===== config.mk =====
export PLATFORM = sky130hd
export DESIGN_NAME = double_buffered_led_group_scan_flat
export DESIGN_NICKNAME = d
export VERILOG_FILES = /design/src/design/dbled_pkg.sv /design/src/design/dbled_if.sv /design/src/design/dbled_frame_mem.sv /design/src/design/dbled_apb_regs.sv /design/src/design/double_buffered_led_group_scan.sv /design/src/flat_wrapper.sv
export SDC_FILE = /design/constraint.sdc
export NUM_CORES = 1
export LEC_CHECK = 0
export BUFFER_PORTS_ARGS = -buffer_cell sky130_fd_sc_hd__buf_4
export CORE_ASPECT_RATIO = 0.8
export CORE_MARGIN = 2
export CORE_UTILIZATION = 45
export DETAILED_ROUTE_END_ITERATION = 8
export PLACE_DENSITY = 0.71
export RECOVER_POWER = 50
export SLEW_MARGIN = 20
export SYNTH_ARGS = -nofsm -noshare
export SYNTH_HDL_FRONTEND = slang
export SYNTH_SLANG_ARGS = --single-unit

===== constraint.sdc =====
create_clock -name clk -period 6.4 [get_ports clk]
set_input_delay 0.32 -clock clk [delete_from_list [all_inputs] [get_ports clk]]
set_output_delay 0.32 -clock clk [all_outputs]
set_load 0.01 [all_outputs]

===== src/design/dbled_pkg.sv =====
// shared types and constants for the double-buffered led group scan block
package dbled_pkg;

    localparam int NUM_GROUPS_DEF      = 4;
    localparam int BYTES_PER_GROUP_DEF = 4;

    localparam int CMD_W  = 2;
    localparam int IDX_W  = 4;
    localparam int BYTE_W = 8;
    localparam int APB_DW = 32;

    typedef enum logic [CMD_W-1:0] {
        CMD_OR_SET = 2'd0,
        CMD_CLEAR  = 2'd1,
        CMD_SWAP   = 2'd2,
        CMD_SCAN   = 2'd3
    } cmd_t;

    typedef enum logic [1:0] {
        S_IDLE,
        S_RMW,
        S_SEL,
        S_DATA
    } scan_state_t;

    // frame memory control group
    typedef struct packed {
        logic rd_en;
        logic wr_en;
        logic clr_en;
        logic clr_half;
    } mem_ctl_t;

endpackage


===== src/design/dbled_if.sv =====
// item channel interfaces for the command input and the byte output

interface dbled_in_if;
    import dbled_pkg::*;

    logic              valid;
    logic              ready;
    logic [CMD_W-1:0]  cmd;
    logic [IDX_W-1:0]  byte_index;
    logic [BYTE_W-1:0] set_mask;

    modport source (output valid, output cmd, output byte_index, output set_mask,
                    input ready);
    modport sink   (input valid, input cmd, input byte_index, input set_mask,
                    output ready);
endinterface

interface dbled_out_if;
    import dbled_pkg::*;

    logic              valid;
    logic              ready;
    logic [BYTE_W-1:0] out_byte;
    logic              last_byte;

    modport source (output valid, output out_byte, output last_byte, input ready);
    modport sink   (input valid, input out_byte, input last_byte, output ready);
endinterface


===== src/design/dbled_frame_mem.sv =====
// frame memory holding both buffers, with per-entry valid bits for fast clear
module dbled_frame_mem #(
    parameter int AW = 4
) (
    input  logic                         clk,
    input  logic                         rst_n,
    input  dbled_pkg::mem_ctl_t          ctl,
    input  logic [AW:0]                  rd_addr,
    input  logic [AW:0]                  wr_addr,
    input  logic [dbled_pkg::BYTE_W-1:0] wr_data,
    output logic [dbled_pkg::BYTE_W-1:0] rd_data
);
    import dbled_pkg::*;

    localparam int DEPTH = 2 ** (AW + 1);
    localparam int HALF  = DEPTH / 2;

    logic [BYTE_W-1:0] mem [DEPTH];
    logic [DEPTH-1:0]  vld_reg;
    logic [DEPTH-1:0]  vld_next;
    logic [BYTE_W-1:0] rd_raw_reg;
    logic              rd_hit_reg;

    always_ff @(posedge clk)
    begin
        if (ctl.wr_en)
        begin
            mem[wr_addr] <= wr_data;
        end
        if (ctl.rd_en)
        begin
            rd_raw_reg <= mem[rd_addr];
            rd_hit_reg <= vld_reg[rd_addr];
        end
    end

    // a clear drops the valid bits of one half; writes mark an entry valid
    always_comb
    begin
        vld_next = vld_reg;
        if (ctl.clr_en)
        begin
            if (ctl.clr_half)
            begin
                vld_next[DEPTH-1 -: HALF] = '0;
            end
            else
            begin
                vld_next[HALF-1:0] = '0;
            end
        end
        if (ctl.wr_en)
        begin
            vld_next[wr_addr] = 1'b1;
        end
    end

    always_ff @(posedge clk or negedge rst_n)
    begin
        if (!rst_n)
        begin
            vld_reg <= '0;
        end
        else
        begin
            vld_reg <= vld_next;
        end
    end

    assign rd_data = rd_hit_reg ? rd_raw_reg : '0;

endmodule


===== src/design/dbled_apb_regs.sv =====
// apb register file with the per-group select bytes
module dbled_apb_regs #(
    parameter int NUM_GROUPS = dbled_pkg::NUM_GROUPS_DEF,
    parameter int GW         = 2,
    parameter int PAW        = 4
) (
    input  logic                         clk,
    input  logic                         rst_n,
    input  logic                         psel,
    input  logic                         penable,
    input  logic                         pwrite,
    input  logic [PAW-1:0]               paddr,
    input  logic [dbled_pkg::APB_DW-1:0] pwdata,
    output logic [dbled_pkg::APB_DW-1:0] prdata,
    output logic                         pready,
    input  logic [GW-1:0]                grp,
    output logic [dbled_pkg::BYTE_W-1:0] sel_byte
);
    import dbled_pkg::*;

    logic [BYTE_W-1:0] sel_reg [NUM_GROUPS];
    logic [GW-1:0]     reg_idx;
    logic              idx_ok;
    logic              wr_fire;

    assign reg_idx = paddr[PAW-1:2];
    assign idx_ok  = (32'(reg_idx) < NUM_GROUPS);
    assign wr_fire = psel && penable && pwrite;
    assign pready  = 1'b1;

    always_ff @(posedge clk or negedge rst_n)
    begin
        if (!rst_n)
        begin
            for (int i = 0; i < NUM_GROUPS; i++)
            begin
                sel_reg[i] <= '0;
            end
        end
        else if (wr_fire && idx_ok)
        begin
            sel_reg[reg_idx] <= pwdata[BYTE_W-1:0];
        end
    end

    assign prdata   = idx_ok ? APB_DW'(sel_reg[reg_idx]) : '0;
    assign sel_byte = sel_reg[grp];

endmodule


===== src/design/double_buffered_led_group_scan.sv =====
// top level of the double-buffered led group scan block
//
// double-buffered frame store for a multiplexed led panel of NUM_GROUPS groups,
// BYTES_PER_GROUP bytes each. commands arrive as items on cmd_ch (valid/ready):
// or-set a mask into a back buffer byte, clear the back buffer, swap front and
// back, or scan tick. a scan tick advances the group counter and then sends the
// group select byte followed by the group's front bytes, highest first, on
// scan_ch; the final byte carries last_byte.
// both buffers share one frame memory with a registered read; all
// work goes through its single read port, one command at a time.
// or-set reads, then writes back in S_RMW; clear and swap take effect on acceptance.
// a scan tick holds the command side in S_SEL and S_DATA until the final byte
// reaches the output register; the select byte is loaded into the output register
// in S_SEL, then the front bytes follow one byte per cycle while scan_ch is not stalled.
// the output register lets the next command be taken while the final byte waits.
// a stall on scan_ch holds the output register and the read stage; no reads
// are issued until space frees, so nothing is lost.
// reset clears both buffers (valid bits, no sweep), the select registers, the
// group counter and selects buffer a as front; the first tick shows group one.
// select bytes are written over apb, register i at byte address 4*i.
module double_buffered_led_group_scan #(
    parameter int NUM_GROUPS      = dbled_pkg::NUM_GROUPS_DEF,
    parameter int BYTES_PER_GROUP = dbled_pkg::BYTES_PER_GROUP_DEF,
    parameter int GW              = $clog2(NUM_GROUPS),
    parameter int PAW             = $clog2(NUM_GROUPS) + 2
) (
    input  logic                         clk,
    input  logic                         rst_n,
    dbled_in_if.sink                     cmd_ch,
    dbled_out_if.source                  scan_ch,
    input  logic                         psel,
    input  logic                         penable,
    input  logic                         pwrite,
    input  logic [PAW-1:0]               paddr,
    input  logic [dbled_pkg::APB_DW-1:0] pwdata,
    output logic [dbled_pkg::APB_DW-1:0] prdata,
    output logic                         pready
);
    import dbled_pkg::*;

    localparam int FRAME_BYTES = NUM_GROUPS * BYTES_PER_GROUP;
    localparam int AW          = $clog2(FRAME_BYTES);
    localparam int KW          = (BYTES_PER_GROUP > 1) ? $clog2(BYTES_PER_GROUP) : 1;

    scan_state_t       state_reg;
    scan_state_t       state_next;

    logic              front_reg;      // 1: buffer b is front
    logic [GW-1:0]     group_reg;
    logic [GW-1:0]     group_inc;
    logic [KW-1:0]     k_reg;          // byte offset of the next scan read
    logic              issue_done_reg;
    logic [AW:0]       rmw_addr_reg;
    logic [BYTE_W-1:0] rmw_mask_reg;
    logic              rd_valid_reg;   // read stage holds a scan byte
    logic              rd_last_reg;
    logic              out_valid_reg;
    logic [BYTE_W-1:0] out_byte_reg;
    logic              out_last_reg;

    logic              in_fire;
    cmd_t              cmd;
    logic              in_range;
    logic [AW-1:0]     idx_a;
    logic [AW-1:0]     scan_addr;
    logic              out_free;
    logic              move_rd;
    logic              issue_en;
    logic              sel_load;
    logic              rmw_rd;

    mem_ctl_t          mem_ctl;
    logic [AW:0]       mem_rd_addr;
    logic [BYTE_W-1:0] mem_rd_data;
    logic [BYTE_W-1:0] sel_byte;

    // ---------------- command decode ----------------
    assign cmd      = cmd_t'(cmd_ch.cmd);
    assign in_fire  = cmd_ch.valid && cmd_ch.ready;
    assign in_range = (32'(cmd_ch.byte_index) < FRAME_BYTES);
    assign idx_a    = AW'(cmd_ch.byte_index);
    assign group_inc = (group_reg == GW'(NUM_GROUPS - 1)) ? '0 : group_reg + 1'b1;

    // scan byte address within the front half
    assign scan_addr = AW'(32'(group_reg) * BYTES_PER_GROUP + 32'(k_reg));

    // ---------------- output handshake ----------------
    assign out_free = !out_valid_reg || scan_ch.ready;
    assign move_rd  = rd_valid_reg && out_free;

    // ---------------- next state ----------------
    always_comb
    begin
        state_next = state_reg;
        unique case (state_reg)
            S_IDLE:
            begin
                if (in_fire)
                begin
                    unique case (cmd)
                        CMD_OR_SET: state_next = in_range ? S_RMW : S_IDLE;
                        CMD_SCAN:   state_next = S_SEL;
                        CMD_CLEAR,
                        CMD_SWAP:   state_next = S_IDLE;
                    endcase
                end
            end
            S_RMW:  state_next = S_IDLE;
            S_SEL:
            begin
                if (out_free)
                begin
                    state_next = S_DATA;
                end
            end
            S_DATA:
            begin
                if (move_rd && rd_last_reg)
                begin
                    state_next = S_IDLE;
                end
            end
        endcase
    end

    // ---------------- state outputs ----------------
    always_comb
    begin
        cmd_ch.ready = 1'b0;
        sel_load     = 1'b0;
        issue_en     = 1'b0;
        unique case (state_reg)
            S_IDLE: cmd_ch.ready = 1'b1;
            S_RMW:  cmd_ch.ready = 1'b0;
            S_SEL:
            begin
                // select byte goes out while the first data read starts
                sel_load = out_free;
                issue_en = out_free;
            end
            S_DATA: issue_en = !issue_done_reg && (!rd_valid_reg || move_rd);
        endcase
    end

    // ---------------- control registers ----------------
    always_ff @(posedge clk or negedge rst_n)
    begin
        if (!rst_n)
        begin
            state_reg      <= S_IDLE;
            front_reg      <= 1'b0;
            group_reg      <= '0;
            k_reg          <= '0;
            issue_done_reg <= 1'b0;
            rd_valid_reg   <= 1'b0;
            rd_last_reg    <= 1'b0;
            out_valid_reg  <= 1'b0;
            out_last_reg   <= 1'b0;
        end
        else
        begin
            state_reg <= state_next;

            if (in_fire && cmd == CMD_SWAP)
            begin
                front_reg <= !front_reg;
            end

            if (in_fire && cmd == CMD_SCAN)
            begin
                group_reg      <= group_inc;
                k_reg          <= KW'(BYTES_PER_GROUP - 1);
                issue_done_reg <= 1'b0;
            end
            else if (issue_en)
            begin
                k_reg <= k_reg - 1'b1;
                if (k_reg == '0)
                begin
                    issue_done_reg <= 1'b1;
                end
            end

            // read stage: filled by a scan read, drained into the output register
            if (issue_en)
            begin
                rd_valid_reg <= 1'b1;
                rd_last_reg  <= (k_reg == '0);
            end
            else if (move_rd)
            begin
                rd_valid_reg <= 1'b0;
            end

            // output register
            if (sel_load)
            begin
                out_valid_reg <= 1'b1;
                out_last_reg  <= 1'b0;
            end
            else if (move_rd)
            begin
                out_valid_reg <= 1'b1;
                out_last_reg  <= rd_last_reg;
            end
            else if (scan_ch.ready)
            begin
                out_valid_reg <= 1'b0;
            end
        end
    end

    // ---------------- payload registers ----------------
    always_ff @(posedge clk)
    begin
        if (in_fire)
        begin
            rmw_addr_reg <= {!front_reg, idx_a};
            rmw_mask_reg <= cmd_ch.set_mask;
        end
        if (sel_load)
        begin
            out_byte_reg <= sel_byte;
        end
        else if (move_rd)
        begin
            out_byte_reg <= mem_rd_data;
        end
    end

    // ---------------- frame memory ----------------
    // or-set reads in the accept cycle, writes back in S_RMW; ready is low
    // during the write so no other access can touch the same entry
    assign rmw_rd           = in_fire && (cmd == CMD_OR_SET) && in_range;
    assign mem_ctl.rd_en    = rmw_rd || issue_en;
    assign mem_ctl.wr_en    = (state_reg == S_RMW);
    assign mem_ctl.clr_en   = in_fire && (cmd == CMD_CLEAR);
    assign mem_ctl.clr_half = !front_reg;
    assign mem_rd_addr      = issue_en ? {front_reg, scan_addr} : {!front_reg, idx_a};

    dbled_frame_mem #(
        .AW (AW)
    ) u_frame_mem (
        .clk     (clk),
        .rst_n   (rst_n),
        .ctl     (mem_ctl),
        .rd_addr (mem_rd_addr),
        .wr_addr (rmw_addr_reg),
        .wr_data (mem_rd_data | rmw_mask_reg),
        .rd_data (mem_rd_data)
    );

    // ---------------- configuration ----------------
    dbled_apb_regs #(
        .NUM_GROUPS (NUM_GROUPS),
        .GW         (GW),
        .PAW        (PAW)
    ) u_apb_regs (
        .clk      (clk),
        .rst_n    (rst_n),
        .psel     (psel),
        .penable  (penable),
        .pwrite   (pwrite),
        .paddr    (paddr),
        .pwdata   (pwdata),
        .prdata   (prdata),
        .pready   (pready),
        .grp      (group_reg),
        .sel_byte (sel_byte)
    );

    assign scan_ch.valid     = out_valid_reg;
    assign scan_ch.out_byte  = out_byte_reg;
    assign scan_ch.last_byte = out_last_reg;

`ifndef SYNTHESIS
    // a read-modify-write always returns to idle straight after S_RMW
    a_rmw_one_cycle: assert property (@(posedge clk) disable iff (!rst_n)
        state_reg == S_RMW |=> state_reg == S_IDLE)
        else $error("or-set write back did not return to idle");

    // a byte in the read stage is kept while the output cannot take it
    a_rd_hold: assert property (@(posedge clk) disable iff (!rst_n)
        rd_valid_reg && !out_free |=> rd_valid_reg && $stable(mem_rd_data))
        else $error("read stage lost a scan byte under stall");

    // the select byte is never marked as the final byte
    a_sel_not_last: assert property (@(posedge clk) disable iff (!rst_n)
        sel_load |=> out_valid_reg && !out_last_reg && rd_valid_reg)
        else $error("select byte load malformed");
`endif

endmodule


===== src/flat_wrapper.sv =====
// flat-port wrapper written by rule: the top's interface ports become plain ports
module double_buffered_led_group_scan_flat import dbled_pkg::*;
#(
    parameter int NUM_GROUPS      = dbled_pkg::NUM_GROUPS_DEF,
    parameter int BYTES_PER_GROUP = dbled_pkg::BYTES_PER_GROUP_DEF,
    parameter int GW              = $clog2(NUM_GROUPS),
    parameter int PAW             = $clog2(NUM_GROUPS) + 2
)
  (clk, rst_n, psel, penable, pwrite, paddr, pwdata, prdata, pready, cmd_ch_valid, cmd_ch_cmd, cmd_ch_byte_index, cmd_ch_set_mask, cmd_ch_ready, scan_ch_valid, scan_ch_out_byte, scan_ch_last_byte, scan_ch_ready);
  dbled_in_if cmd_ch_i ();
  dbled_out_if scan_ch_i ();
  input  logic clk;
  input  logic rst_n;
  input  logic psel;
  input  logic penable;
  input  logic pwrite;
  input  logic [PAW-1:0] paddr;
  input  logic [dbled_pkg::APB_DW-1:0] pwdata;
  output logic [dbled_pkg::APB_DW-1:0] prdata;
  output logic pready;
  input wire logic [$bits(cmd_ch_i.valid)-1:0] cmd_ch_valid;
  input wire logic [$bits(cmd_ch_i.cmd)-1:0] cmd_ch_cmd;
  input wire logic [$bits(cmd_ch_i.byte_index)-1:0] cmd_ch_byte_index;
  input wire logic [$bits(cmd_ch_i.set_mask)-1:0] cmd_ch_set_mask;
  output wire logic [$bits(cmd_ch_i.ready)-1:0] cmd_ch_ready;
  output wire logic [$bits(scan_ch_i.valid)-1:0] scan_ch_valid;
  output wire logic [$bits(scan_ch_i.out_byte)-1:0] scan_ch_out_byte;
  output wire logic [$bits(scan_ch_i.last_byte)-1:0] scan_ch_last_byte;
  input wire logic [$bits(scan_ch_i.ready)-1:0] scan_ch_ready;
  assign cmd_ch_i.valid = cmd_ch_valid;
  assign cmd_ch_i.cmd = cmd_ch_cmd;
  assign cmd_ch_i.byte_index = cmd_ch_byte_index;
  assign cmd_ch_i.set_mask = cmd_ch_set_mask;
  assign cmd_ch_ready = cmd_ch_i.ready;
  assign scan_ch_valid = scan_ch_i.valid;
  assign scan_ch_out_byte = scan_ch_i.out_byte;
  assign scan_ch_last_byte = scan_ch_i.last_byte;
  assign scan_ch_i.ready = scan_ch_ready;
  double_buffered_led_group_scan #(.NUM_GROUPS(NUM_GROUPS), .BYTES_PER_GROUP(BYTES_PER_GROUP), .GW(GW), .PAW(PAW)) u_core (.clk(clk), .rst_n(rst_n), .cmd_ch(cmd_ch_i), .scan_ch(scan_ch_i), .psel(psel), .penable(penable), .pwrite(pwrite), .paddr(paddr), .pwdata(pwdata), .prdata(prdata), .pready(pready));
endmodule

# Word level (Yosys, flattened, before mapping)
# Memory sizes are Yosys's and may differ from the RTL's. A register that Yosys moved wholly into a read port is not among the register bits.
# Cells that the tools add are included.
# word_totals
out_inout_bits	44
ramBits	256
mem_count	1
register_bits	98
# op_classes
muxes	44
n_eq_ne	10
n_addsub	3
order_cmp	6
bitwise	4
n_reduce_logical	30
# memory_table
memory	depth	width	read_ports	rd_ports_with_merged_regs	wr	line_no	rtl
u_core.u_frame_mem.mem	32	8	1	1	1	dbled_frame_mem.sv:18	logic [BYTE_W-1:0] mem [DEPTH];
# op_table
op	n
$mux W32	2
$mux W8	8
$bmux W8 S2	2
$bwmux W32	1
$mux W16	2
$or A32 B32 Y32	1
$demux W8 S2	1
$mux W1	16
$logic_and A1 B1 Y1	12
$lt A5 B6 Y1 const B	2
$mux W2	6
$eq A2 B2 Y1 const B	5
$or A8 B8 Y8	1
$pmux W2 S4	1
$reduce_bool A2 Y1	4
$ge A3 B3 Y1 const B	2
$logic_not A2 Y1	3
$ne A2 B1 Y1 const B	3
$not A2 Y3	2
$pmux W2 S3	1
$bmux W1 S5	1
$demux W1 S5	1
$ge A5 B1 Y1 const B	1
$mux W5	1
12 further kinds	18

# Depth between registers and ports, before layout
# Gate-level depths: netlist of run 1.
# logic_depth
depth_word	9
ltp_mapped	11
depth_no_buf	7

# Hierarchy
# From an unflattened synthesis of run 1, not the netlist that was laid out.
# hier_totals
cells_unflattened	732
hier_area_um2	14746.6
# by_module_without_submodules
mod	seq_area_each_um2	cells_per_inst	instances	area_each_um2
dbled_frame_mem	8758.4	512	1	11526.1
dbled_apb_regs	800.8	117	1	1814.2
double_buffered_led_group_scan	930.9	103	1	1406.3

# Worst setup path after synthesis of run 1
# Ideal clock, no wire load.
# synth_timing
path_kind	register to register
startpoint	register u_core.state_reg[0]
endpoint	register u_core.u_frame_mem.rd_raw_reg[2], read port of u_core.u_frame_mem.mem (data pin)
setup_ps	274
t_arrival_ps	2209
required_time_ps	6126
n_path_buf	3
slack_ps	3916
stages_incl_launch_ff	10
cell_sequence	dfrtp_1 -> buf_2 -> a21bo_4 -> a21oi_4 -> mux2i_1 -> buf_4 -> clkbuf_1 -> nand3_1 -> a32oi_1 -> a22oi_2
# synth_between
elab_chain_cells	5
# synth_lines
item	line_no	rtl
from (decl)	double_buffered_led_group_scan.sv:45	scan_state_t state_reg;
from (signal assigned)	double_buffered_led_group_scan.sv:162	state_reg <= state_next;
parallel branches: the longest is 5 deep, another holds $mux W5	--	
to (decl)	dbled_frame_mem.sv:21	logic [BYTE_W-1:0] rd_raw_reg;
# Several ways; the timed one is not identified.
# A chain may end at the register's enable or synchronous reset.

# Final worst setup path of run 1
# layout_timing
startpoint	register u_core.state_reg[1]
endpoint	register u_core.u_frame_mem.rd_raw_reg[1], read port of u_core.u_frame_mem.mem (data pin)
# The elaborated chain is that of the path after synthesis.

==> results of run 1 <==
[layout make-up]
type | count | area share
clock buffers | 42 | 0.0578
multi-input cells | 638 | 0.250
repair buffers | 74 | 0.0288
inverters | 21 | 0.00462
clock inverters | 26 | 0.0126
flip-flops and latches | 362 | 0.614
well taps | 434 | 0.0318
[cell families after synthesis]
group / Yosys count
xor+xnor: 4
flops: 362
other cells: 2
compound gates: 163
buf+inv: 104
mux: 117
fa+ha+maj: 2
simple gates: 327
[worst max-delay path, cell delays in order (launching register included)]
cell and delay, ns:
dfrtp_1 0.46, a21bo_1 0.29, a21oi_1 0.93, mux2_4 0.95, buf_4 0.45, mux2i_1 0.23
o22ai_1 0.11, nor4_1 0.56, a31oi_1 0.30
[path summary, 6_finish.rpt]
path,end,slack [ns],cells past startpoint
worst min-delay path,u_core.u_apb_regs.sel_reg[8]$_DFFE_PN0P_,0.05,2
min in group asynchronous,u_core.u_frame_mem.vld_reg[1]$_DFF_PN0_,1.98,2
worst min register to register,u_core.u_frame_mem.vld_reg[31]$_DFF_PN0_,0.48,1
max in group asynchronous,u_core.u_apb_regs.sel_reg[4]$_DFFE_PN0P_,1.82,2
worst max register to register,u_core.u_frame_mem.rd_raw_reg[1]$_DFFE_PP_,1.72,8
worst max-delay path,u_core.u_frame_mem.rd_raw_reg[1]$_DFFE_PP_,1.72,8
[report_power, final]
part / switching [mW] / internal (mW)
registers: 0.183 / 2.98
logic: 1.42 / 0.721
clock network: 0.900 / 1.24
[metal layers]
metal / vias to the layer above / share of wire / GRT usage
li1: 4118 / - / -
met2: 425 / 0.45 / 0.301
met4: 2 / 0.015 / 0.0456
met5: - / 0.00025 / 0
met1: 4562 / 0.44 / 0.300
met3: 47 / 0.098 / 0.0458
[cell usage in the layout (no fill, tap or decap), types with 26 or more instances in the layout]
cell type | synthesis | layout
dfrtp_1 | 76 | 76
nor2_1 | 40 | 40
mux2i_1 | 67 | 66
clkbuf_16 | 0 | 39
clkbuf_1 | 21 | 26
buf_4 | 29 | 35
nand3_1 | 60 | 60
edfxtp_1 | 286 | 286
mux2_2 | 33 | 33
nand2_1 | 176 | 176
a21o_1 | 37 | 36
[through the flow]
step,area (um2),instances,util
detailed placement,15900,1520,0.473
global placement,15900,1520,0.473
CTS,17200,1596,0.512
floorplan,15400,1104,-
global route,17100,1597,0.509
finish,17100,1597,0.509
==> reports/summary.md, run 1 <==
- run status: complete, but fails checks
- violations in the final reports: capacitance limit, slew limit
- highest clock rate: 0.214 GHz
- cell with the most instances after synthesis: edfxtp_1
- CTS tree: done
- standby leakage power: 6.39 nW
- post-CTS clock slew at the launch and capture registers of the worst setup and hold paths: 0.06 ns
- HPWL after detailed placement: 21.8 mm
- slew at the pin with the worst max-slew slack: 4.58 ns
- Final Critical Period: 4.68 ns
- Total Routing Usage GR: 0.201
- proportion of synthesized flip-flops having asynchronous set or reset: 0.210
- reported max-cap violation count: 6
- ratio of total power to cell area: 436 nW/um2
- total wire length: 35.4 mm
- number of buffers on the longest clock path: 3
- Crit Path Class: register to register
- area of the core: 33600 um2
- Initial DRC Count: 1158
- CTS buffer count: 37
- setup TNS after final layout: 0 ns
- synthesized instance count: 1081
- share of final-layout standard cells stronger than drive strength 1: 0.142
- simple-gate share of the synthesized area: 0.0943
- sequential area share after synthesis: 0.687
- required time of the critical path: 6.60 ns
- combinational family with the most area after synthesis: simple AND/OR/NAND/NOR gates
- Post-Syn Area: 15300 um2
- final-stage net count: 1193
- Worst Path Max Fanout: 62
- full die area: 35400 um2
- number of synthesized flops with an enable pin: 286
- register area: 10500 um2
- pin count of the biggest net entering global routing: 77
- top cells by count, synth: edfxtp_1 (286), nand2_1 (176), dfrtp_1 (76)
- setup repair after global routing missed its margin: false
- final worst setup slack: 1.72 ns
- H-Tree Level Count: 2
- number of placed I/O pins: 101
- dominant cells by area after synthesis: edfxtp_1 (56%), dfrtp_1 (12%), mux2i_1 (4.4%)
- die outline width: 210 um
- cell taking the most area after synthesis: edfxtp_1
- count of antenna diodes in the layout: 0
- Via Count: 9154
- compound-cell area share of the yosys netlist: 0.0809
- number of hold buffers added after CTS: 8
- largest clock skew in the final design: 0.0200 ns
- final global-route overflow total: 0
- number of global-route vias before repair: 8688
- number of flip-flops in the largest register: 256
- total power after layout: 7.44 mW
- filler cell count in the final layout: 2777
- fraction of synthesized cell area taken by the top area cell type: 0.562
- count of final max-slew check failures: 242
- element type at the critical path start: register
- area overhead of the layout relative to synthesis: 11.8%
- ANT nets after route: 0
- vias per cell: 5.73
- synthesis warning total: 0
- Std-Cell Rows: 60
- final hold viol count: 0
- Data arrival, critical path: 4.89 ns
- post-synthesis share of cell area spent on full adders, half adders and majority gates: 0.00164
- FF-to-FF Start: u_core.state_reg[1]$_DFFE_PN0P_
- Initial Utilization: 0.455
- Multi-input gate area: 4270 um2
- Die Ht: 169 um
- number of distinct library cell variants in the gate-level netlist after synthesis: 54
- DR DRC count: 0
- Num Clock Sinks: 362
- fraction of synthesized cell area in xor and xnor cells: 0.00229
- antenna violations before repair: 1
- launching instance or port of the critical path: u_core.state_reg[1]$_DFFE_PN0P_
- proportion of synthesized area in mux cells: 0.0928
- first-pass GRT wire length: 53.4 mm
- syn_area_per_cell: 14.1 um2
- flip-flop and latch count after synthesis: 362
- worst IR drop on VDD: 0.000201 V
- crit path capture type: register
- CTS Root Cell: clkbuf_16
- buffers added on ports: 49
- final critical-path share of the clock period: 0.732
- classification of the worst-slack hold path: primary input to register
- length of the first detailed-routing pass in iterations: 6
- worst slack, placed: 2.18 ns
- Final Setup Violations: 0
- hold wc startpoint: pwdata[0]
- post-CTS repair timing setup buffer count: 0
- max-slew headroom at the worst pin: -2.05
- placer congestion estimate: 0.797
- average routed wire per standard cell: 22.1 um
- insertion delay to the later sink of the worst-skew pair: 0.53 ns
- post-route worst hold slack: 0.0545 ns
- predominant post-synthesis flop cell: edfxtp_1
- post-cts resize count: 0
Power figures use the tool's default switching activity.
==> run 2, diff against run 1 <==
ABC_AREA = 1   (was default)
PLACE_DENSITY = 0.73   (was 0.71)
clock period = 4.3 ns   (was 6.4 ns; I/O delays follow)
==> reports/summary.md, run 2 <==
- share of power burned in registers: 0.392, was 0.425
- ratio of total power to cell area: 673 nW/um2, was 436 nW/um2
- element type at the critical path start: register, unchanged
- largest clock skew in the final design: 0.0109 ns, was 0.0200 ns
- count of antenna diodes in the layout: 0, unchanged
- register area: 10500 um2, unchanged
- Gate power share: 0.358, was 0.287
- dominant cells by area after synthesis: edfxtp_1 (52%), dfrtp_1 (12%), nand3_1 (8.6%), was edfxtp_1 (56%), dfrtp_1 (12%), mux2i_1 (4.4%)
- number of flip-flops in the largest register: 256, unchanged
- Num Clock Sinks: 362, unchanged
- final critical-path share of the clock period: 0.818, was 0.732
- top cells by count, synth: nand2_1 (360), edfxtp_1 (286), nand3_1 (282), was edfxtp_1 (286), nand2_1 (176), dfrtp_1 (76)
- antenna violations before repair: 0, was 1
- length of the first detailed-routing pass in iterations: 7, was 6
- syn_area_per_cell: 9.96 um2, was 14.1 um2
- CTS buffer count: 36, was 37
- number of hold buffers added after CTS: 18, was 8
- Crit Path Class: register to register, unchanged
- depth of the worst register-to-register path: 14, was 8
- standby leakage power: 7.83 nW, was 6.39 nW
- synthesis warning total: 0, unchanged
- CTS tree: done, unchanged
- most frequent standard cell in the layout excluding fill and tap cells: nand2_1, was edfxtp_1
- Data arrival, critical path: 3.90 ns, was 4.89 ns
- pin count of the biggest net entering global routing: 77, unchanged
- FF-to-FF Start: u_core.state_reg[1]$_DFFE_PN0P_, unchanged
- internal power consumption: 7.61 mW, was 4.94 mW
- number of buffers on the longest clock path: 3, unchanged
- Total Routing Usage GR: 0.209, was 0.201
- commonest cells after routing, fill and taps aside: nand2_1 (361), edfxtp_1 (286), nand3_1 (282), was edfxtp_1 (286), nand2_1 (176), dfrtp_1 (76)
- first-pass GRT wire length: 61.4 mm, was 53.4 mm
- placer congestion estimate: 0.850, was 0.797
- insertion delay to the later sink of the worst-skew pair: 0.53 ns, about the same
- power spent charging and discharging nets: 4.73 mW, was 2.50 mW
- post-CTS clock slew at the launch and capture registers of the worst setup and hold paths: 0.07 ns, was 0.06 ns
- buffers added on ports: 49, unchanged
- die outline width: 218 um, was 210 um
- crit path capture type: register, unchanged
- HPWL after detailed placement: 23.4 mm, was 21.8 mm
- Std-Cell Rows: 62, was 60
- highest clock rate: 0.284 GHz, was 0.214 GHz
- reported max-cap violation count: 8, was 6
- Final Critical Period: 3.52 ns, was 4.68 ns
- worst IR drop on VDD: 0.000495 V, was 0.000201 V
- flip-flop and latch count after synthesis: 362, unchanged
- filler cell count in the final layout: 3182, was 2777
- final-stage net count: 1758, was 1193
- sequential area share after synthesis: 0.639, was 0.687
- hold path cells: 3, was 2
- hold wc startpoint: pwdata[7], was pwdata[0]
- post-cts resize count: 0, unchanged
- non-filler cells, final: 2205, was 1597
- Placed Instances: 2123, was 1520
- CTS Root Cell: clkbuf_16, unchanged
- Initial Utilization: 0.457, was 0.455
- number of distinct library cell variants in the gate-level netlist after synthesis: 34, was 54
- Post-Syn Area: 16400 um2, was 15300 um2
- run status: complete, but fails checks, unchanged
- predominant post-synthesis flop cell: edfxtp_1, unchanged
- DR DRC count: 0, unchanged
- fraction of synthesized cell area taken by the top area cell type: 0.523, was 0.562
- Multi-input gate area: 4360 um2, was 4270 um2
- setup repair after global routing missed its margin: false, unchanged
- violations in the final reports: capacitance limit, slew limit, unchanged
- final global-route overflow total: 0, unchanged
- average routed wire per standard cell: 18.0 um, was 22.1 um
- total wire length: 39.6 mm, was 35.4 mm
- Initial DRC Count: 1393, was 1158
- total power after layout: 12.3 mW, was 7.44 mW
- required time of the critical path: 4.68 ns, was 6.60 ns
- ANT nets after route: 0, unchanged
- switching part of the total: 0.383, was 0.336
- portion of total power attributed to the clock network: 0.250, was 0.287
- synthesized instance count: 1648, was 1081
- count of final max-slew check failures: 308, was 242
- Die Ht: 175 um, was 169 um
- full die area: 38000 um2, was 35400 um2
- H-Tree Level Count: 2, unchanged
- number of synthesized flops with an enable pin: 286, unchanged
- Via Count: 11600, was 9154
- max-slew headroom at the worst pin: -0.300, was -2.05
- classification of the worst-slack hold path: primary input to register, unchanged
- area overhead of the layout relative to synthesis: 11.7%, was 11.8%
- post-CTS repair timing setup buffer count: 0, unchanged
- Worst Path Max Fanout: 72, was 62
- cell with the most instances after synthesis: nand2_1, was edfxtp_1
- Design Area, Final: 18300 um2, was 17100 um2
- share of final-layout standard cells stronger than drive strength 1: 0.0667, was 0.142
- area of the core: 35900 um2, was 33600 um2
- vias per cell: 5.28, was 5.73
- Final Setup Violations: 0, unchanged
- launching instance or port of the critical path: u_core.state_reg[1]$_DFFE_PN0P_, unchanged
- proportion of synthesized flip-flops having asynchronous set or reset: 0.210, unchanged
- cell area after placement: 17100 um2, was 15900 um2
- setup TNS after final layout: 0 ns, unchanged
- slew at the pin with the worst max-slew slack: 1.95 ns, was 4.58 ns
- number of global-route vias before repair: 11100, was 8688
- final hold viol count: 0, unchanged
- cell taking the most area after synthesis: edfxtp_1, unchanged
- number of placed I/O pins: 101, unchanged
## run 2: changes by cell type in the layout (fill, tap and decap cells not counted), sizes merged, moves of 27 or more
cell    delta
mux2      -34
nand3    +226
o21ai     +42
mux2i     -67
a21o      -37
nor2      +27
nand3b    +44
inv      +263
nand2    +190
## run 2: logic make-up after synthesis
group                    Yosys count  synth area share
AO/OA/AOI/OAI                    124            0.0442
XOR/XNOR                           2           0.00153
flip-flops                       362             0.639
other                              2          0.000458
buffers and inverters            387             0.100
adder cells (fa/ha/maj)            2           0.00152
AND/OR/NAND/NOR                  769             0.213
## run 2: cell type report
class | instances | share of cell area
Timing Repair Buffer | 89 | 0.0366
Multi-Input combinational cell | 922 | 0.238
Clock buffer | 55 | 0.0558
Clock inverter | 9 | 0.00580
Inverter | 288 | 0.0591
Sequential cell | 362 | 0.572
Tap cell | 480 | 0.0328
## run 2: through the flow
stage / utilization / hold slack, ns / worst slack (ns)
2_1_floorplan: - / -0.0806 / 2.25
3_3_place_gp: 0.477 / 0.399 / 1.16
3_5_place_dp: 0.477 / 0.394 / 1.10
4_1_cts: 0.513 / 0.00106 / 1.07
5_1_grt: 0.510 / 0.0354 / 0.475
6_report: 0.510 / 0.0159 / 0.784
## run 2: critical path, cell delays in order, from the launching register on
cell	delay (ns)
dfrtp_1	0.43
inv_2	0.10
nor2_4	0.04
nand2_1	0.60
nand2_2	0.21
nand2_4	0.20
nand2_1	0.08
nand2_2	0.11
buf_4	0.69
nand3_1	0.25
nand3_1	0.18
nand3_1	0.09
nand2_1	0.15
nand2_1	0.07
nand2_1	0.10
## run 2: per-layer routing
layer | routed length [um] | up-vias | share of wire | global-route usage
li1 | - | 5497 | - | -
met1 | 16900 | 5559 | 0.43 | 0.299
met2 | 18300 | 496 | 0.46 | 0.326
met3 | 3400 | 82 | 0.086 | 0.0378
met4 | 1010 | 2 | 0.026 | 0.0648
met5 | 51 | - | 0.0013 | 0.0103
## run 2: path summary, 6_finish.rpt
check / to / slack, ns
setup reg to reg: u_core.u_frame_mem.rd_raw_reg[5]$_DFFE_PP_ / 0.78
min in group asynchronous: u_core.scan_ch.valid$_DFFE_PN0P_ / 0.76
max in group asynchronous: u_core.u_apb_regs.sel_reg[3]$_DFFE_PN0P_ / 2.37
hold / removal: u_core.u_apb_regs.sel_reg[15]$_DFFE_PN0P_ / 0.02
setup / recovery: u_core.u_frame_mem.rd_raw_reg[5]$_DFFE_PP_ / 0.78
hold reg to reg: u_core.u_apb_regs.sel_reg[17]$_DFFE_PN0P_ / 0.51
## run 2: power by group through the flow
stage	sequential (mW)	combinational [mW]	clock (mW)
after floorplan	4.82	2.98	0
after global placement	4.86	4.28	0
after detailed placement	4.88	4.39	0
after CTS	4.81	4.44	3.12
after global routing	4.89	4.84	3.25
final	4.84	4.41	3.08
==> run 3, diff against run 2 <==
PLACE_DENSITY = 0.71   (was 0.73)
clock period = 3.4 ns   (was 4.3 ns; I/O delays follow)
==> reports/summary.md, run 3 (synthesized netlist as in run 2, its figures left out) <==
- Initial DRC Count: 1488, was 1393
- portion of total power attributed to the clock network: 0.243, was 0.250
- CTS tree: done, unchanged
- average routed wire per standard cell: 18.2 um, was 18.0 um
- placer congestion estimate: 0.860, was 0.850
- number of buffer and inverter instances along the worst setup path: 2, unchanged
- share of power burned in registers: 0.389, was 0.392
- cell area after placement: 17200 um2, was 17100 um2
- final worst setup slack: 0.397 ns, was 0.784 ns
- length of the first detailed-routing pass in iterations: 6, was 7
- CTS Root Cell: clkbuf_16, unchanged
- DR DRC count: 0, unchanged
- depth of the worst register-to-register path: 14, unchanged
- slowest stage delay, CP: 0.64 ns, was 0.69 ns
- power spent charging and discharging nets: 6.02 mW, was 4.73 mW
- Worst Path Max Fanout: 72, unchanged
- most frequent standard cell in the layout excluding fill and tap cells: nand2_1, unchanged
- setup repair after global routing missed its margin: false, unchanged
- buffers added on ports: 49, unchanged
- ANT nets after route: 0, unchanged
- capturing point of the worst reg2reg path: u_core.u_frame_mem.rd_raw_reg[7]$_DFFE_PP_, was u_core.u_frame_mem.rd_raw_reg[5]$_DFFE_PP_
- Crit Path Class: register to register, unchanged
- internal power consumption: 9.65 mW, was 7.61 mW
- final hold viol count: 0, unchanged
- die outline width: 218 um, unchanged
- pin count of the biggest net entering global routing: 77, unchanged
- Total Routing Usage GR: 0.212, was 0.209
- classification of the worst-slack hold path: primary input to register, unchanged
- run status: complete, but fails checks, unchanged
- hold path cells: 4, was 3
- largest clock skew in the final design: 0.0179 ns, was 0.0109 ns
- critical path's most frequent cell: nand2_1, unchanged
- Design Area, Final: 18500 um2, was 18300 um2
- Data arrival, critical path: 3.38 ns, was 3.90 ns
- violations in the final reports: capacitance limit, slew limit, unchanged
- family with the most delay on the worst path: simple AND/OR/NAND/NOR gates, unchanged
- non-filler cells, final: 2217, was 2205
- number of global-route vias before repair: 11400, was 11100
- Std-Cell Rows: 62, unchanged
- Final Setup Violations: 0, unchanged
- insertion delay to the later sink of the worst-skew pair: 0.53 ns, about the same
- post-layout util: 0.514, was 0.510
- final critical-path share of the clock period: 0.883, was 0.818
- crit path capture type: register, unchanged
- number of buffers on the longest clock path: 3, unchanged
- share of final-layout standard cells stronger than drive strength 1: 0.0691, was 0.0667
- Num Clock Sinks: 362, unchanged
- FF-to-FF Start: u_core.state_reg[1]$_DFFE_PN0P_, unchanged
- flop-to-flop setup slack: 0.40 ns, was 0.78 ns
- highest clock rate: 0.333 GHz, was 0.284 GHz
- Via Count: 11900, was 11600
- number of flip-flops in the largest register: 256, unchanged
- total power after layout: 15.7 mW, was 12.3 mW
- launching instance or port of the critical path: u_core.state_reg[1]$_DFFE_PN0P_, unchanged
- area of the core: 35900 um2, unchanged
- standby leakage power: 7.90 nW, was 7.83 nW
- worst slack, placed: 0.668 ns, was 1.10 ns
- endpoint with the worst hold slack: u_core.scan_ch.valid$_DFFE_PN0P_, was u_core.u_apb_regs.sel_reg[15]$_DFFE_PN0P_
- ratio of total power to cell area: 849 nW/um2, was 673 nW/um2
- Initial Utilization: 0.457, unchanged
- post-route worst hold slack: 0.0245 ns, was 0.0159 ns
- full die area: 38000 um2, unchanged
- worst IR drop on VDD: 0.000444 V, was 0.000495 V
- cell chain of the critical path: inv_1 > nor2_4 > nand2_1 > nand2_1 > nand2_4 > nand2_1 > nand2_2 > inv_4 > nand3_1 > nand3_1 > nand3_1 > nand2_1 > nand2_1 > nand2_1, was inv_2 > nor2_4 > nand2_1 > nand2_2 > nand2_4 > nand2_1 > nand2_2 > buf_4 > nand3_1 > nand3_1 > nand3_1 > nand2_1 > nand2_1 > nand2_1
- count of antenna diodes in the layout: 0, unchanged
- slew at the pin with the worst max-slew slack: 2.01 ns, was 1.95 ns
- total wire length: 40.3 mm, was 39.6 mm
- filler cell count in the final layout: 3169, was 3182
- vias per cell: 5.38, was 5.28
- required time of the critical path: 3.78 ns, was 4.68 ns
- Gate power share: 0.368, was 0.358
- commonest cells after routing, fill and taps aside: nand2_1 (361), edfxtp_1 (286), nand3_1 (282), unchanged
- HPWL after detailed placement: 23.4 mm, about the same
- Placed Instances: 2133, was 2123
- switching part of the total: 0.384, was 0.383
- post-CTS clock slew at the launch and capture registers of the worst setup and hold paths: 0.06 ns, was 0.07 ns
- reported max-cap violation count: 9, was 8
- Final Critical Period: 3.00 ns, was 3.52 ns
- max-slew headroom at the worst pin: -0.343, was -0.300
- H-Tree Level Count: 2, unchanged
- antenna violations before repair: 0, unchanged
- post-cts resize count: 0, unchanged
- final global-route overflow total: 0, unchanged
- CTS buffer count: 35, was 36
- Die Ht: 175 um, unchanged
- count of final max-slew check failures: 341, was 308
- element type at the critical path start: register, unchanged
- area overhead of the layout relative to synthesis: 12.5%, was 11.7%
- Max stage delay cell, worst path: inv_4, was buf_4
- hold wc startpoint: scan_ch_ready, was pwdata[7]
- setup TNS after final layout: 0 ns, unchanged
- final-stage net count: 1771, was 1758
- first-pass GRT wire length: 62.4 mm, was 61.4 mm
- number of placed I/O pins: 101, unchanged
-- run 3: layer usage --
| metal | up-vias | wire length (um) | track usage |
|---|---|---|---|
| met5 | - | 0 | 0 |
| met4 | 0 | 1080 | 0.0719 |
| met3 | 86 | 3500 | 0.0338 |
| met2 | 552 | 18900 | 0.341 |
| met1 | 5769 | 16900 | 0.295 |
| li1 | 5518 | - | - |
-- run 3: final cells by class --
cell class	count	area, um2	share of cell area
sequential	362	10500	0.568
multi-input combinational	922	4360	0.236
inverter	288	1080	0.0587
clock buffer	47	983	0.0533
timing repair buffer	103	823	0.0446
tap	480	601	0.0325
clock inverter	15	116	0.00630
-- run 3: timing repair --
| action | 4_1_cts | 5_1_grt |
|---|---|---|
| hold endpoints to repair | 118 | 0 |
| setup endpoints to repair | 0 | 0 |
| hold buffers | 22 | 0 |
| buffers inserted | 0 | 0 |
-- run 3: power groups by stage --
stage	logic, mW	clock network [mW]	registers (mW)
3_3_place_gp	5.59	0	6.12
5_1_grt	6.31	4.03	6.15
3_5_place_dp	5.71	0	6.15
6_report	5.77	3.80	6.10
2_1_floorplan	3.76	0	6.10
4_1_cts	5.77	3.86	6.06
-- run 3: worst max-delay path by stage --
stage | slack (ns) | depth (start not counted) | endpoint
5_1_grt | 0.20 | 14 | u_core.u_frame_mem.rd_raw_reg[7]$_DFFE_PP_
6_report | 0.40 | 14 | u_core.u_frame_mem.rd_raw_reg[7]$_DFFE_PP_
3_5_place_dp | 0.67 | 14 | u_core.u_frame_mem.rd_raw_reg[4]$_DFFE_PP_
2_1_floorplan | 1.35 | 7 | u_core.u_frame_mem.vld_reg[10]$_DFF_PN0_
4_1_cts | 0.62 | 14 | u_core.u_frame_mem.rd_raw_reg[4]$_DFFE_PP_
3_3_place_gp | 0.72 | 14 | u_core.u_frame_mem.rd_raw_reg[4]$_DFFE_PP_
-- run 3: worst register-to-register path: stages, from the launching register on --
cell and delay (ns):
dfrtp_1 0.42, inv_1 0.12, nor2_4 0.12, nand2_1 0.17
nand2_1 0.23, nand2_4 0.13, nand2_1 0.10, nand2_2 0.09
inv_4 0.64, nand3_1 0.28, nand3_1 0.12, nand3_1 0.08
nand2_1 0.13, nand2_1 0.11, nand2_1 0.10
